File: src/rtl/dnm_pkg.sv
// dnm_pkg: shared widths, register map, activation codes and the queue entry type
// of the dense neuron block, plus the elaboration-time functions that build the
// tanh, sigmoid and softplus lookup tables. No dependencies.
package dnm_pkg;

    // default table depth and fraction width
    localparam int ACT_TABLE_DEPTH_DEF = 256;
    localparam int FRAC_BITS_DEF       = 12;

    localparam int DATA_W  = 16;
    localparam int PROD_W  = 32;
    localparam int SUM_W   = 48;
    localparam int APB_W   = 32;
    localparam int PADDR_W = 3;

    localparam int OUT_MAX = 32767;
    localparam int OUT_MIN = -32768;

    // term queue between front and back
    localparam int Q_DEPTH = 4;
    localparam int Q_AW    = 2;

    // register indexes (paddr[2])
    localparam logic REG_ACT_KIND    = 1'b0;
    localparam logic REG_LEAKY_SLOPE = 1'b1;

    localparam logic [2:0]        ACT_KIND_RESET    = 3'd0;
    localparam logic signed [15:0] LEAKY_SLOPE_RESET = 16'sd410;

    // activation codes, 6 and 7 fall through to identity
    localparam logic [2:0] ACT_IDENTITY = 3'd0;
    localparam logic [2:0] ACT_RELU     = 3'd1;
    localparam logic [2:0] ACT_LEAKY    = 3'd2;
    localparam logic [2:0] ACT_TANH     = 3'd3;
    localparam logic [2:0] ACT_SIGMOID  = 3'd4;
    localparam logic [2:0] ACT_SOFTPLUS = 3'd5;

    typedef struct packed {
        logic signed [PROD_W-1:0] prod;
        logic signed [DATA_W-1:0] bias;
        logic                     first;
        logic                     last;
    } t_term;

    // ---------------- table generation, elaboration only ----------------
    localparam logic [63:0] QONE = 64'h0000_0000_8000_0000;

    // shift-subtract division
    function automatic logic [63:0] q_udiv(input logic [63:0] num, input logic [63:0] den);
        logic [63:0] quo;
        logic [63:0] rem;
        quo = '0;
        rem = '0;
        for (int b = 63; b >= 0; b--) begin
            rem = {rem[62:0], num[b]};
            if (rem >= den) begin
                rem    = rem - den;
                quo[b] = 1'b1;
            end
        end
        return quo;
    endfunction

    function automatic logic [63:0] q_mul(input logic [63:0] a, input logic [63:0] b);
        return (a * b + (QONE >> 1)) >> 31;
    endfunction

    // e^(-a), Q.31
    function automatic logic [63:0] exp_neg(input logic [63:0] a);
        logic [63:0] r;
        logic [63:0] res;
        logic [63:0] term;
        r    = (a + 64'd16) >> 5;
        res  = QONE;
        term = QONE;
        if (r > QONE) begin
            r = QONE;
        end
        for (int k = 1; k <= 30; k++) begin
            if (term != 64'd0) begin
                term = q_udiv(q_mul(term, r), 64'(k));
                if ((k % 2) == 1) begin
                    res = (term > res) ? 64'd0 : res - term;
                end else begin
                    res = res + term;
                end
            end
        end
        for (int k = 0; k < 5; k++) begin
            res = q_mul(res, res);
        end
        return res;
    endfunction

    // ln(1 + t), Q.31
    function automatic logic [63:0] ln1p_q(input logic [63:0] t);
        logic [63:0] z;
        logic [63:0] z2;
        logic [63:0] acc;
        logic [63:0] p;
        z   = q_udiv(t << 31, (QONE << 1) + t);
        z2  = q_mul(z, z);
        acc = '0;
        p   = z;
        for (int k = 1; k < 80; k += 2) begin
            if (p != 64'd0) begin
                acc = acc + q_udiv(p, 64'(k));
                p   = q_mul(p, z2);
            end
        end
        return acc << 1;
    endfunction

    function automatic logic [15:0] q31_to_out(input logic signed [63:0] f, input int frac);
        logic [63:0]        mag;
        logic [63:0]        q;
        logic signed [63:0] s;
        mag = (f < 0) ? 64'(-f) : 64'(f);
        q   = (mag + (64'd1 << (30 - frac))) >> (31 - frac);
        if (q > 64'd65536) begin
            q = 64'd65536;
        end
        s = (f < 0) ? -$signed(q) : $signed(q);
        if (s > 64'sd32767) begin
            s = 64'sd32767;
        end
        if (s < -64'sd32768) begin
            s = -64'sd32768;
        end
        return s[15:0];
    endfunction

    function automatic logic [15:0] act_rom_entry(input logic [2:0] kind, input int idx,
                                                  input int depth, input int frac);
        logic signed [63:0] c;
        logic               neg;
        logic [63:0]        a;
        logic [63:0]        e1;
        logic [63:0]        e2;
        logic [63:0]        th;
        logic [63:0]        sg;
        logic [63:0]        sp;
        logic [15:0]        res;
        c   = $signed(q_udiv(64'(2 * idx + 1) << 34, 64'(depth))) - $signed(QONE << 3);
        neg = (c < 0);
        a   = neg ? 64'(-c) : 64'(c);
        res = '0;
        case (kind)
            ACT_TANH: begin
                e2  = exp_neg(a << 1);
                th  = q_udiv((QONE - e2) << 31, QONE + e2);
                res = q31_to_out(neg ? -$signed(th) : $signed(th), frac);
            end
            ACT_SIGMOID: begin
                e1  = exp_neg(a);
                sg  = q_udiv(QONE << 31, QONE + e1);
                if (neg) begin
                    sg = QONE - sg;
                end
                res = q31_to_out($signed(sg), frac);
            end
            ACT_SOFTPLUS: begin
                e1  = exp_neg(a);
                sp  = (neg ? 64'd0 : a) + ln1p_q(e1);
                res = q31_to_out($signed(sp), frac);
            end
            default: begin
                res = '0;
            end
        endcase
        return res;
    endfunction

endpackage

File: src/rtl/dnm_regs.sv
// dnm_regs: apb configuration registers (activation kind, leaky slope).
// Depends on dnm_pkg.
module dnm_regs (
    input  logic                              i_clk,
    input  logic                              i_rst_n,
    input  logic                              psel,
    input  logic                              penable,
    input  logic                              pwrite,
    input  logic [dnm_pkg::PADDR_W-1:0]       paddr,
    input  logic [dnm_pkg::APB_W-1:0]         pwdata,
    output logic [dnm_pkg::APB_W-1:0]         prdata,
    output logic                              pready,
    output logic [2:0]                        o_act_kind,
    output logic signed [dnm_pkg::DATA_W-1:0] o_leaky_slope
);

    logic                              w_wr;
    logic                              w_sel;
    logic [2:0]                        r_act_kind;
    logic signed [dnm_pkg::DATA_W-1:0] r_leaky_slope;

    assign pready = 1'b1;
    assign w_wr   = psel && penable && pwrite;
    assign w_sel  = paddr[dnm_pkg::PADDR_W-1];

    always_ff @(posedge i_clk) begin
        if (!i_rst_n) begin
            r_act_kind    <= dnm_pkg::ACT_KIND_RESET;
            r_leaky_slope <= dnm_pkg::LEAKY_SLOPE_RESET;
        end else if (w_wr) begin
            case (w_sel)
                dnm_pkg::REG_ACT_KIND:    r_act_kind    <= pwdata[2:0];
                dnm_pkg::REG_LEAKY_SLOPE: r_leaky_slope <= signed'(pwdata[dnm_pkg::DATA_W-1:0]);
                default: ;
            endcase
        end
    end

    always_comb begin
        case (w_sel)
            dnm_pkg::REG_ACT_KIND:    prdata = dnm_pkg::APB_W'(r_act_kind);
            dnm_pkg::REG_LEAKY_SLOPE: prdata = dnm_pkg::APB_W'(r_leaky_slope);
            default:                  prdata = '0;
        endcase
    end

    assign o_act_kind    = r_act_kind;
    assign o_leaky_slope = r_leaky_slope;

endmodule

File: src/rtl/dnm_front.sv
// dnm_front: takes input transactions, forms the feature*weight product and
// queues each term with its bias and first/last flags. Depends on dnm_pkg.
module dnm_front (
    input  logic                    i_clk,
    input  logic                    i_rst_n,
    input  logic                    i_s_axis_tvalid,
    output logic                    o_s_axis_tready,
    input  logic [47:0]             i_s_axis_tdata,  // feature, weight, bias
    input  logic                    i_s_axis_tuser,  // first_term
    input  logic                    i_s_axis_tlast,  // last_term
    output logic                    o_q_valid,
    output dnm_pkg::t_term          o_q_term,
    input  logic                    i_q_pop
);

    logic signed [dnm_pkg::DATA_W-1:0] w_feature;
    logic signed [dnm_pkg::DATA_W-1:0] w_weight;
    dnm_pkg::t_term                    w_term;
    logic                              w_push;

    dnm_pkg::t_term           r_mem [dnm_pkg::Q_DEPTH];
    logic [dnm_pkg::Q_AW-1:0] r_wr_ptr;
    logic [dnm_pkg::Q_AW-1:0] r_rd_ptr;
    logic [dnm_pkg::Q_AW:0]   r_count;
    logic [dnm_pkg::Q_AW:0]   n_count;

    assign w_feature   = signed'(i_s_axis_tdata[15:0]);
    assign w_weight    = signed'(i_s_axis_tdata[31:16]);
    assign w_term.prod = dnm_pkg::PROD_W'(w_feature) * dnm_pkg::PROD_W'(w_weight);
    assign w_term.bias = signed'(i_s_axis_tdata[47:32]);
    assign w_term.first = i_s_axis_tuser;
    assign w_term.last  = i_s_axis_tlast;

    assign o_s_axis_tready = (r_count != (dnm_pkg::Q_AW + 1)'(dnm_pkg::Q_DEPTH));
    assign w_push          = i_s_axis_tvalid && o_s_axis_tready;
    assign o_q_valid       = (r_count != '0);
    assign o_q_term        = r_mem[r_rd_ptr];

    always_comb begin
        n_count = r_count;
        if (w_push && !i_q_pop) begin
            n_count = r_count + 1'b1;
        end else if (!w_push && i_q_pop) begin
            n_count = r_count - 1'b1;
        end
    end

    always_ff @(posedge i_clk) begin
        if (!i_rst_n) begin
            r_wr_ptr <= '0;
            r_rd_ptr <= '0;
            r_count  <= '0;
        end else begin
            r_count <= n_count;
            if (w_push) begin
                r_wr_ptr <= r_wr_ptr + 1'b1;
            end
            if (i_q_pop) begin
                r_rd_ptr <= r_rd_ptr + 1'b1;
            end
        end
    end

    always_ff @(posedge i_clk) begin
        if (w_push) begin
            r_mem[r_wr_ptr] <= w_term;
        end
    end

endmodule

File: src/rtl/dnm_back.sv
// dnm_back: accumulates queued terms, rounds and saturates the neuron sum,
// applies the selected activation and holds the result register. Depends on dnm_pkg.
module dnm_back #(
    parameter int ACT_TABLE_DEPTH = dnm_pkg::ACT_TABLE_DEPTH_DEF,
    parameter int FRAC_BITS       = dnm_pkg::FRAC_BITS_DEF
) (
    input  logic                              i_clk,
    input  logic                              i_rst_n,
    input  logic                              i_q_valid,
    input  dnm_pkg::t_term                    i_q_term,
    output logic                              o_q_pop,
    input  logic [2:0]                        i_act_kind,
    input  logic signed [dnm_pkg::DATA_W-1:0] i_leaky_slope,
    output logic                              o_m_axis_tvalid,
    input  logic                              i_m_axis_tready,
    output logic [15:0]                       o_m_axis_tdata,  // neuron_out
    output logic                              o_m_axis_tuser   // saturated
);

    localparam int IW      = (ACT_TABLE_DEPTH > 1) ? $clog2(ACT_TABLE_DEPTH) : 1;
    localparam int SPAN    = 8 << FRAC_BITS;
    localparam int SUM_W   = dnm_pkg::SUM_W;
    localparam int PROD_W  = dnm_pkg::PROD_W;
    localparam int DATA_W  = dnm_pkg::DATA_W;

    // half lsb of the output, one bit above the accumulator so it cannot wrap
    localparam logic signed [SUM_W:0] RND_HALF = (SUM_W + 1)'(1) <<< (FRAC_BITS - 1);

    // lookup tables, constants built at elaboration
    logic [DATA_W-1:0] w_rom_tanh     [ACT_TABLE_DEPTH];
    logic [DATA_W-1:0] w_rom_sigmoid  [ACT_TABLE_DEPTH];
    logic [DATA_W-1:0] w_rom_softplus [ACT_TABLE_DEPTH];

    for (genvar g = 0; g < ACT_TABLE_DEPTH; g++) begin : g_rom
        localparam logic [DATA_W-1:0] L_TANH =
            dnm_pkg::act_rom_entry(dnm_pkg::ACT_TANH, g, ACT_TABLE_DEPTH, FRAC_BITS);
        localparam logic [DATA_W-1:0] L_SIGMOID =
            dnm_pkg::act_rom_entry(dnm_pkg::ACT_SIGMOID, g, ACT_TABLE_DEPTH, FRAC_BITS);
        localparam logic [DATA_W-1:0] L_SOFTPLUS =
            dnm_pkg::act_rom_entry(dnm_pkg::ACT_SOFTPLUS, g, ACT_TABLE_DEPTH, FRAC_BITS);
        assign w_rom_tanh[g]     = L_TANH;
        assign w_rom_sigmoid[g]  = L_SIGMOID;
        assign w_rom_softplus[g] = L_SOFTPLUS;
    end

    logic w_en;

    // accumulate stage
    logic signed [SUM_W-1:0] r_sum;
    logic signed [SUM_W-1:0] n_sum;
    logic signed [SUM_W-1:0] w_base;
    logic                    r_acc_last;

    // round stage
    logic signed [SUM_W:0]    w_rnd_sum;
    logic signed [SUM_W:0]    w_rnd_shr;
    logic signed [DATA_W-1:0] n_v;
    logic                     n_v_clip;
    logic signed [DATA_W-1:0] r_v;
    logic                     r_v_clip;
    logic                     r_v_vld;

    // activation stage
    logic signed [PROD_W-1:0] w_lk_prod;
    logic signed [PROD_W-1:0] w_lk_shr;
    logic signed [DATA_W-1:0] w_lk_val;
    logic                     w_lk_clip;
    logic signed [PROD_W-1:0] w_vx;
    logic signed [PROD_W-1:0] w_xc;
    logic [PROD_W-1:0]        w_u;
    logic [PROD_W-1:0]        w_scaled;
    logic [PROD_W-1:0]        w_idx_full;
    logic [IW-1:0]            w_rom_idx;
    logic [DATA_W-1:0]        n_out;
    logic                     n_sat;
    logic [DATA_W-1:0]        r_out_data;
    logic                     r_out_sat;
    logic                     r_out_vld;

    // the whole back pipeline moves together; it freezes only on output backpressure
    assign w_en    = !r_out_vld || i_m_axis_tready;
    assign o_q_pop = w_en && i_q_valid;

    assign w_base = i_q_term.first ? (SUM_W'(i_q_term.bias) <<< FRAC_BITS) : r_sum;
    assign n_sum  = w_base + SUM_W'(i_q_term.prod);

    always_ff @(posedge i_clk) begin
        if (!i_rst_n) begin
            r_sum      <= '0;
            r_acc_last <= 1'b0;
        end else if (w_en) begin
            if (o_q_pop) begin
                r_sum <= n_sum;
            end
            r_acc_last <= o_q_pop && i_q_term.last;
        end
    end

    // half-up rounding to q3.frac
    assign w_rnd_sum = (SUM_W + 1)'(r_sum) + RND_HALF;
    assign w_rnd_shr = w_rnd_sum >>> FRAC_BITS;

    always_comb begin
        n_v_clip = 1'b0;
        n_v      = w_rnd_shr[DATA_W-1:0];
        if (w_rnd_shr > (SUM_W + 1)'(dnm_pkg::OUT_MAX)) begin
            n_v      = DATA_W'(dnm_pkg::OUT_MAX);
            n_v_clip = 1'b1;
        end else if (w_rnd_shr < (SUM_W + 1)'(dnm_pkg::OUT_MIN)) begin
            n_v      = DATA_W'(dnm_pkg::OUT_MIN);
            n_v_clip = 1'b1;
        end
    end

    always_ff @(posedge i_clk) begin
        if (!i_rst_n) begin
            r_v_vld <= 1'b0;
        end else if (w_en) begin
            r_v_vld <= r_acc_last;
        end
    end

    always_ff @(posedge i_clk) begin
        if (w_en) begin
            r_v      <= n_v;
            r_v_clip <= n_v_clip;
        end
    end

    // leaky relu: floor of product / 2^frac, clipped
    assign w_lk_prod = PROD_W'(r_v) * PROD_W'(i_leaky_slope);
    assign w_lk_shr  = w_lk_prod >>> FRAC_BITS;

    always_comb begin
        w_lk_clip = 1'b0;
        w_lk_val  = w_lk_shr[DATA_W-1:0];
        if (w_lk_shr > PROD_W'(dnm_pkg::OUT_MAX)) begin
            w_lk_val  = DATA_W'(dnm_pkg::OUT_MAX);
            w_lk_clip = 1'b1;
        end else if (w_lk_shr < PROD_W'(dnm_pkg::OUT_MIN)) begin
            w_lk_val  = DATA_W'(dnm_pkg::OUT_MIN);
            w_lk_clip = 1'b1;
        end
    end

    // table index over the clamped range [-8, 8)
    assign w_vx = PROD_W'(r_v);

    always_comb begin
        w_xc = w_vx;
        if (w_vx < -PROD_W'(SPAN)) begin
            w_xc = -PROD_W'(SPAN);
        end else if (w_vx > PROD_W'(SPAN - 1)) begin
            w_xc = PROD_W'(SPAN - 1);
        end
    end

    assign w_u        = unsigned'(w_xc + PROD_W'(SPAN));
    assign w_scaled   = w_u * PROD_W'(ACT_TABLE_DEPTH);
    assign w_idx_full = w_scaled >> (FRAC_BITS + 4);
    assign w_rom_idx  = w_idx_full[IW-1:0];

    always_comb begin
        n_sat = r_v_clip;
        case (i_act_kind)
            dnm_pkg::ACT_RELU: begin
                n_out = (r_v < 0) ? '0 : unsigned'(r_v);
            end
            dnm_pkg::ACT_LEAKY: begin
                if (r_v < 0) begin
                    n_out = unsigned'(w_lk_val);
                    n_sat = r_v_clip || w_lk_clip;
                end else begin
                    n_out = unsigned'(r_v);
                end
            end
            dnm_pkg::ACT_TANH:     n_out = w_rom_tanh[w_rom_idx];
            dnm_pkg::ACT_SIGMOID:  n_out = w_rom_sigmoid[w_rom_idx];
            dnm_pkg::ACT_SOFTPLUS: n_out = w_rom_softplus[w_rom_idx];
            default:               n_out = unsigned'(r_v);
        endcase
    end

    always_ff @(posedge i_clk) begin
        if (!i_rst_n) begin
            r_out_vld <= 1'b0;
        end else if (w_en) begin
            r_out_vld <= r_v_vld;
        end
    end

    always_ff @(posedge i_clk) begin
        if (w_en) begin
            r_out_data <= n_out;
            r_out_sat  <= n_sat;
        end
    end

    assign o_m_axis_tvalid = r_out_vld;
    assign o_m_axis_tdata  = r_out_data;
    assign o_m_axis_tuser  = r_out_sat;

endmodule

File: src/rtl/dense_neuron_mac_activation.sv
// dense_neuron_mac_activation: top level of the dense-layer neuron engine.
// Instantiates dnm_regs, dnm_front and dnm_back; depends on dnm_pkg.
//
// One feature/weight term is accepted per clock while the four-entry term queue
// has room; the single 16x16 multiplier in the front and the 48-bit accumulator
// in the back each handle one term per cycle, so sustained throughput is one
// term per cycle. The result closed by last_term passes the queue and the
// accumulate, round and activate stages into the output register. When the output
// is held off, the back pipeline freezes and the queue fills, after which tready
// drops. tanh, sigmoid and softplus use constant ACT_TABLE_DEPTH-entry tables over
// [-8, 8); there is no start-up pass. Configuration must be written by the
// user through the apb port only while the block is idle; it is not enforced.
module dense_neuron_mac_activation #(
    parameter int ACT_TABLE_DEPTH = dnm_pkg::ACT_TABLE_DEPTH_DEF,
    parameter int FRAC_BITS       = dnm_pkg::FRAC_BITS_DEF
) (
    input  logic                        i_clk,
    input  logic                        i_rst_n,
    input  logic                        i_s_axis_tvalid,
    output logic                        o_s_axis_tready,
    input  logic [47:0]                 i_s_axis_tdata,  // feature, weight, bias
    input  logic                        i_s_axis_tuser,  // first_term
    input  logic                        i_s_axis_tlast,  // last_term
    output logic                        o_m_axis_tvalid,
    input  logic                        i_m_axis_tready,
    output logic [15:0]                 o_m_axis_tdata,  // neuron_out
    output logic                        o_m_axis_tuser,  // saturated
    input  logic                        psel,
    input  logic                        penable,
    input  logic                        pwrite,
    input  logic [dnm_pkg::PADDR_W-1:0] paddr,
    input  logic [dnm_pkg::APB_W-1:0]   pwdata,
    output logic [dnm_pkg::APB_W-1:0]   prdata,
    output logic                        pready
);

    logic [2:0]                        w_act_kind;
    logic signed [dnm_pkg::DATA_W-1:0] w_leaky_slope;
    logic                              w_q_valid;
    dnm_pkg::t_term                    w_q_term;
    logic                              w_q_pop;

    dnm_regs u_regs (
        .i_clk         (i_clk),
        .i_rst_n       (i_rst_n),
        .psel          (psel),
        .penable       (penable),
        .pwrite        (pwrite),
        .paddr         (paddr),
        .pwdata        (pwdata),
        .prdata        (prdata),
        .pready        (pready),
        .o_act_kind    (w_act_kind),
        .o_leaky_slope (w_leaky_slope)
    );

    dnm_front u_front (
        .i_clk           (i_clk),
        .i_rst_n         (i_rst_n),
        .i_s_axis_tvalid (i_s_axis_tvalid),
        .o_s_axis_tready (o_s_axis_tready),
        .i_s_axis_tdata  (i_s_axis_tdata),
        .i_s_axis_tuser  (i_s_axis_tuser),
        .i_s_axis_tlast  (i_s_axis_tlast),
        .o_q_valid       (w_q_valid),
        .o_q_term        (w_q_term),
        .i_q_pop         (w_q_pop)
    );

    dnm_back #(
        .ACT_TABLE_DEPTH (ACT_TABLE_DEPTH),
        .FRAC_BITS       (FRAC_BITS)
    ) u_back (
        .i_clk           (i_clk),
        .i_rst_n         (i_rst_n),
        .i_q_valid       (w_q_valid),
        .i_q_term        (w_q_term),
        .o_q_pop         (w_q_pop),
        .i_act_kind      (w_act_kind),
        .i_leaky_slope   (w_leaky_slope),
        .o_m_axis_tvalid (o_m_axis_tvalid),
        .i_m_axis_tready (i_m_axis_tready),
        .o_m_axis_tdata  (o_m_axis_tdata),
        .o_m_axis_tuser  (o_m_axis_tuser)
    );

endmodule

File: config.mk
export PLATFORM = sky130hd
export DESIGN_NAME = dense_neuron_mac_activation
export DESIGN_NICKNAME = d
export VERILOG_FILES = /design/src/rtl/dnm_pkg.sv /design/src/rtl/dnm_regs.sv /design/src/rtl/dnm_front.sv /design/src/rtl/dnm_back.sv /design/src/rtl/dense_neuron_mac_activation.sv
export SDC_FILE = /design/constraint.sdc
export NUM_CORES = 2
export LEC_CHECK = 0
export ABC_AREA = 0
export BUFFER_PORTS_ARGS = -buffer_cell sky130_fd_sc_hd__buf_4
export CORE_MARGIN = 2
export CORE_UTILIZATION = 70
export CTS_BUF_LIST = sky130_fd_sc_hd__clkbuf_4
export DETAILED_ROUTE_END_ITERATION = 6
export PLACE_DENSITY = 0.88
export SYNTH_ARGS = -nofsm -noshare
export SYNTH_HDL_FRONTEND = slang
export SYNTH_SLANG_ARGS = --single-unit
export TNS_END_PERCENT = 10
File: constraint.sdc
create_clock -name i_clk -period 21.6 [get_ports i_clk]
set_clock_uncertainty 0.2 [all_clocks]
set_input_delay 4.32 -clock i_clk [delete_from_list [all_inputs] [get_ports i_clk]]
set_output_delay 4.32 -clock i_clk [all_outputs]
set_load 0.01 [all_outputs]
==> flow_summary.toml <==
[outcome]
status = "finished with violations"
violations = "DRC"

[route]
viasPerCell = 7.143
initialDrtViolationCount = 5977
drt-pass1-iter-count = 7
postRouteAntennaNets = 0
drc = 32
vias = 38027
wl_per_cell_um = 28.93
wl_um = 154000

[floorplan]
ioPinCount = 144
die_area_mm2 = 0.06071
initial_core_util_pct = 71.01
die_h_um = 246.4
core_mm2 = 0.05792
die_x_um = 246.4
fp-row-count = 88

[sta]
hold_viol_final = 0
fin_setup_tns_ns = 0
rsz0062_at_grt = "false"
finalCriticalPeriod_ns = 11.48
worstMarginPinSlew_ns = 1.311
setup_viol = 0
slew_headroom_pct = 12.63
fmax_ghz = 0.08709
slew_violations = 0
period_share_pct = 53.16

[setup_path]
timing.critical_path.cells = "buf_4 > and2_1 > fa_1 > inv_1 > fa_1 > fa_1 > inv_1 > fa_1 > inv_1 > fa_1 > fa_1 > inv_1 > ha_1 > a2111oi_0 > o211ai_1 > a31oi_1 > o211ai_1 > o41ai_1 > o211a_1 > o21ai_0 > a21oi_1 > xnor2_1"
cp.required_ns = 21.98
slowest_stage = "o41ai_1"
worst_setup_path_end_kind = "flop"
timing.critical_path.mode_cell = "fa_1"
startpoint_type = "input pin"
cp_slowest_stage_delay_ns = 0.76
crit_arrival_ns = 11.86
critPathKind = "input pin to flop"
path_max_fanout = 16

[yosys]
synth_area_per_cell_um2 = 9.051
ys_seq_elements = 313
netlist_instances = 4544
ys_warn_count = 0
syn_area_mm2 = 0.04113
synth_nets = 5391
synth_cell_type_count = 96
synth-edff-count = 234
synth_ff_type = "edfxtp_1"
ys_seq_area_share_pct = 20.93
async_flop_share_pct = 0

[cts]
post_cts_buffers = 0
clockRootBuffer = "clkbuf_4"
htree_levels = 3
cts.sinks = 313
cts_buffers = 78
clock_latency_ns = 0.88
cts.path.max_buffers = 3
cts_tree = "built"
cts_resized = 0
clk_pin_slew_ns = 0.07
hold_buffers = 0

[cells_and_area]
nNetsFinal = 5343
fill_cells = 3513
drive_gt1_share_pct = 9.005
area_delta_synth_final_pct = 5.315

[hold_path]
hold_path_class = "flop to flop"

[global_route]
grt_pass1_vias = 39784
grt_overflow = 0
grt_start_max_net_pins = 121
grt_antenna_before_repair = 10
grt.total_usage_pct = 51.54
grt_pass1_wl_um = 232700

[run]
cap_viol_max_count = 0

[placement]
place_congestion = 1.064
numPortBuffers = 124
hpwl_um = 104200
-- metal layers --
| metal | part of all wire [%] | up-vias | wire [um] | track usage, % |
|---|---|---|---|---|
| li1 | - | 15147 | - | - |
| met1 | 32 | 17943 | 49800 | 61.45 |
| met2 | 43 | 3657 | 66840 | 76.96 |
| met3 | 15 | 1270 | 22540 | 18.47 |
| met4 | 9.6 | 10 | 14710 | 38.29 |
| met5 | 0.067 | - | 103 | 0 |
-- worst paths after layout --
kind / start / end / slack [ns] / depth (start not counted)
setup / recovery: i_s_axis_tdata[22] / u_front.r_mem[2][48] / 10.12 / 22
hold reg to reg: u_back.r_sum[0] / u_back.r_sum[0] / 0.26 / 2
hold / removal: u_back.r_sum[0] / u_back.r_sum[0] / 0.26 / 2
setup reg to reg: u_back.r_v[5] / u_back.o_m_axis_tdata[6] / 12.49 / 23
-- per-stage QoR --
step                instances  setup WS, ns  cell area [um2]  hold slack, ns  utilization [%]
floorplan                4544         10.86            41130          0.2273                -
global placement         5181         10.23            42290          0.2337            73.02
detailed placement       5181         9.629            42290          0.2452            73.02
CTS                      5318         10.35            43300          0.2545            74.76
global route             5320         9.913            43300          0.2726            74.77
finish                   5324         10.12            43310          0.2589            74.78
-- area by class of cell --
cell class	count	area, um2	share of cell area (%)
Tap cell	765	957.2	2.210
Clock inverter	25	163.9	0.3784
Multi-Input combinational cell	3269	28860	66.62
Timing Repair Buffer	186	1434	3.311
Clock buffer	112	840.8	1.941
Antenna cell	6	15.01	0.03467
Sequential cell	313	8613	19.89
Inverter	648	2432	5.616
-- critical path, delay by kind of cell --
kind	cells	cell delay, ns
buffers and inverters	5	0.43
XOR/XNOR	1	0.26
adder cells (fa/ha/maj)	7	3.50
AND/OR/NAND/NOR	1	0.21
AO/OA/AOI/OAI	8	3.13
-- synthesized netlist by cell type (all sizes together) (64+ instances only) --
| cell | instances | area, um2 |
|---|---|---|
| inv | 645 | 2421 |
| clkbuf | 256 | 962.2 |
| fa | 525 | 10510 |
| edfxtp | 234 | 7027 |
| ha | 230 | 2878 |
| nand3 | 89 | 457.9 |
| nand2 | 472 | 1772 |
| nor2 | 207 | 779.5 |
| xnor2 | 83 | 727.0 |
| a21oi | 249 | 1257 |
| and2 | 375 | 2346 |
| dfxtp | 79 | 1582 |
| o21ai | 217 | 1097 |
| a21o | 64 | 481.7 |
-- flip-flops by register name, summed over array words and instances (netlist names), named ones only --
register / flops
u_back.o_m_axis_tdata: 16
u_back.o_m_axis_tuser: 1
u_back.o_m_axis_tvalid: 1
u_back.r_acc_last: 1
u_back.r_sum: 48
u_back.r_v: 16
u_back.r_v_clip: 1
u_back.r_v_vld: 1
u_front.r_count: 3
u_front.r_mem: 200
u_front.r_rd_ptr: 2
u_front.r_wr_ptr: 2
u_regs.o_act_kind: 3
u_regs.o_leaky_slope: 16
-- cell families after synthesis --
logic type	share of synthesized area, %
simple gates	16.73
buf+inv	8.960
compound gates	15.10
fa+ha+maj	32.55
flops	20.93
xor+xnor	2.598
mux	3.115
other cells	0.009118
-- cell usage in the layout (no fill, tap or decap), types with 50 or more instances in the layout --
| cell | n |
|---|---|
| edfxtp_1 | 234 |
| nand3_1 | 88 |
| and2_1 | 373 |
| a21oi_1 | 248 |
| a21o_1 | 63 |
| inv_1 | 645 |
| nand2_1 | 472 |
| dfxtp_1 | 77 |
| ha_1 | 230 |
| mux4_2 | 50 |
| nor2_1 | 205 |
| buf_4 | 183 |
| xnor2_1 | 83 |
| o21ai_0 | 210 |
| fa_1 | 525 |
| clkbuf_4 | 112 |
Power is not shown: default switching activity piles up to over one toggle a cycle in this logic, so the estimate is an artifact.
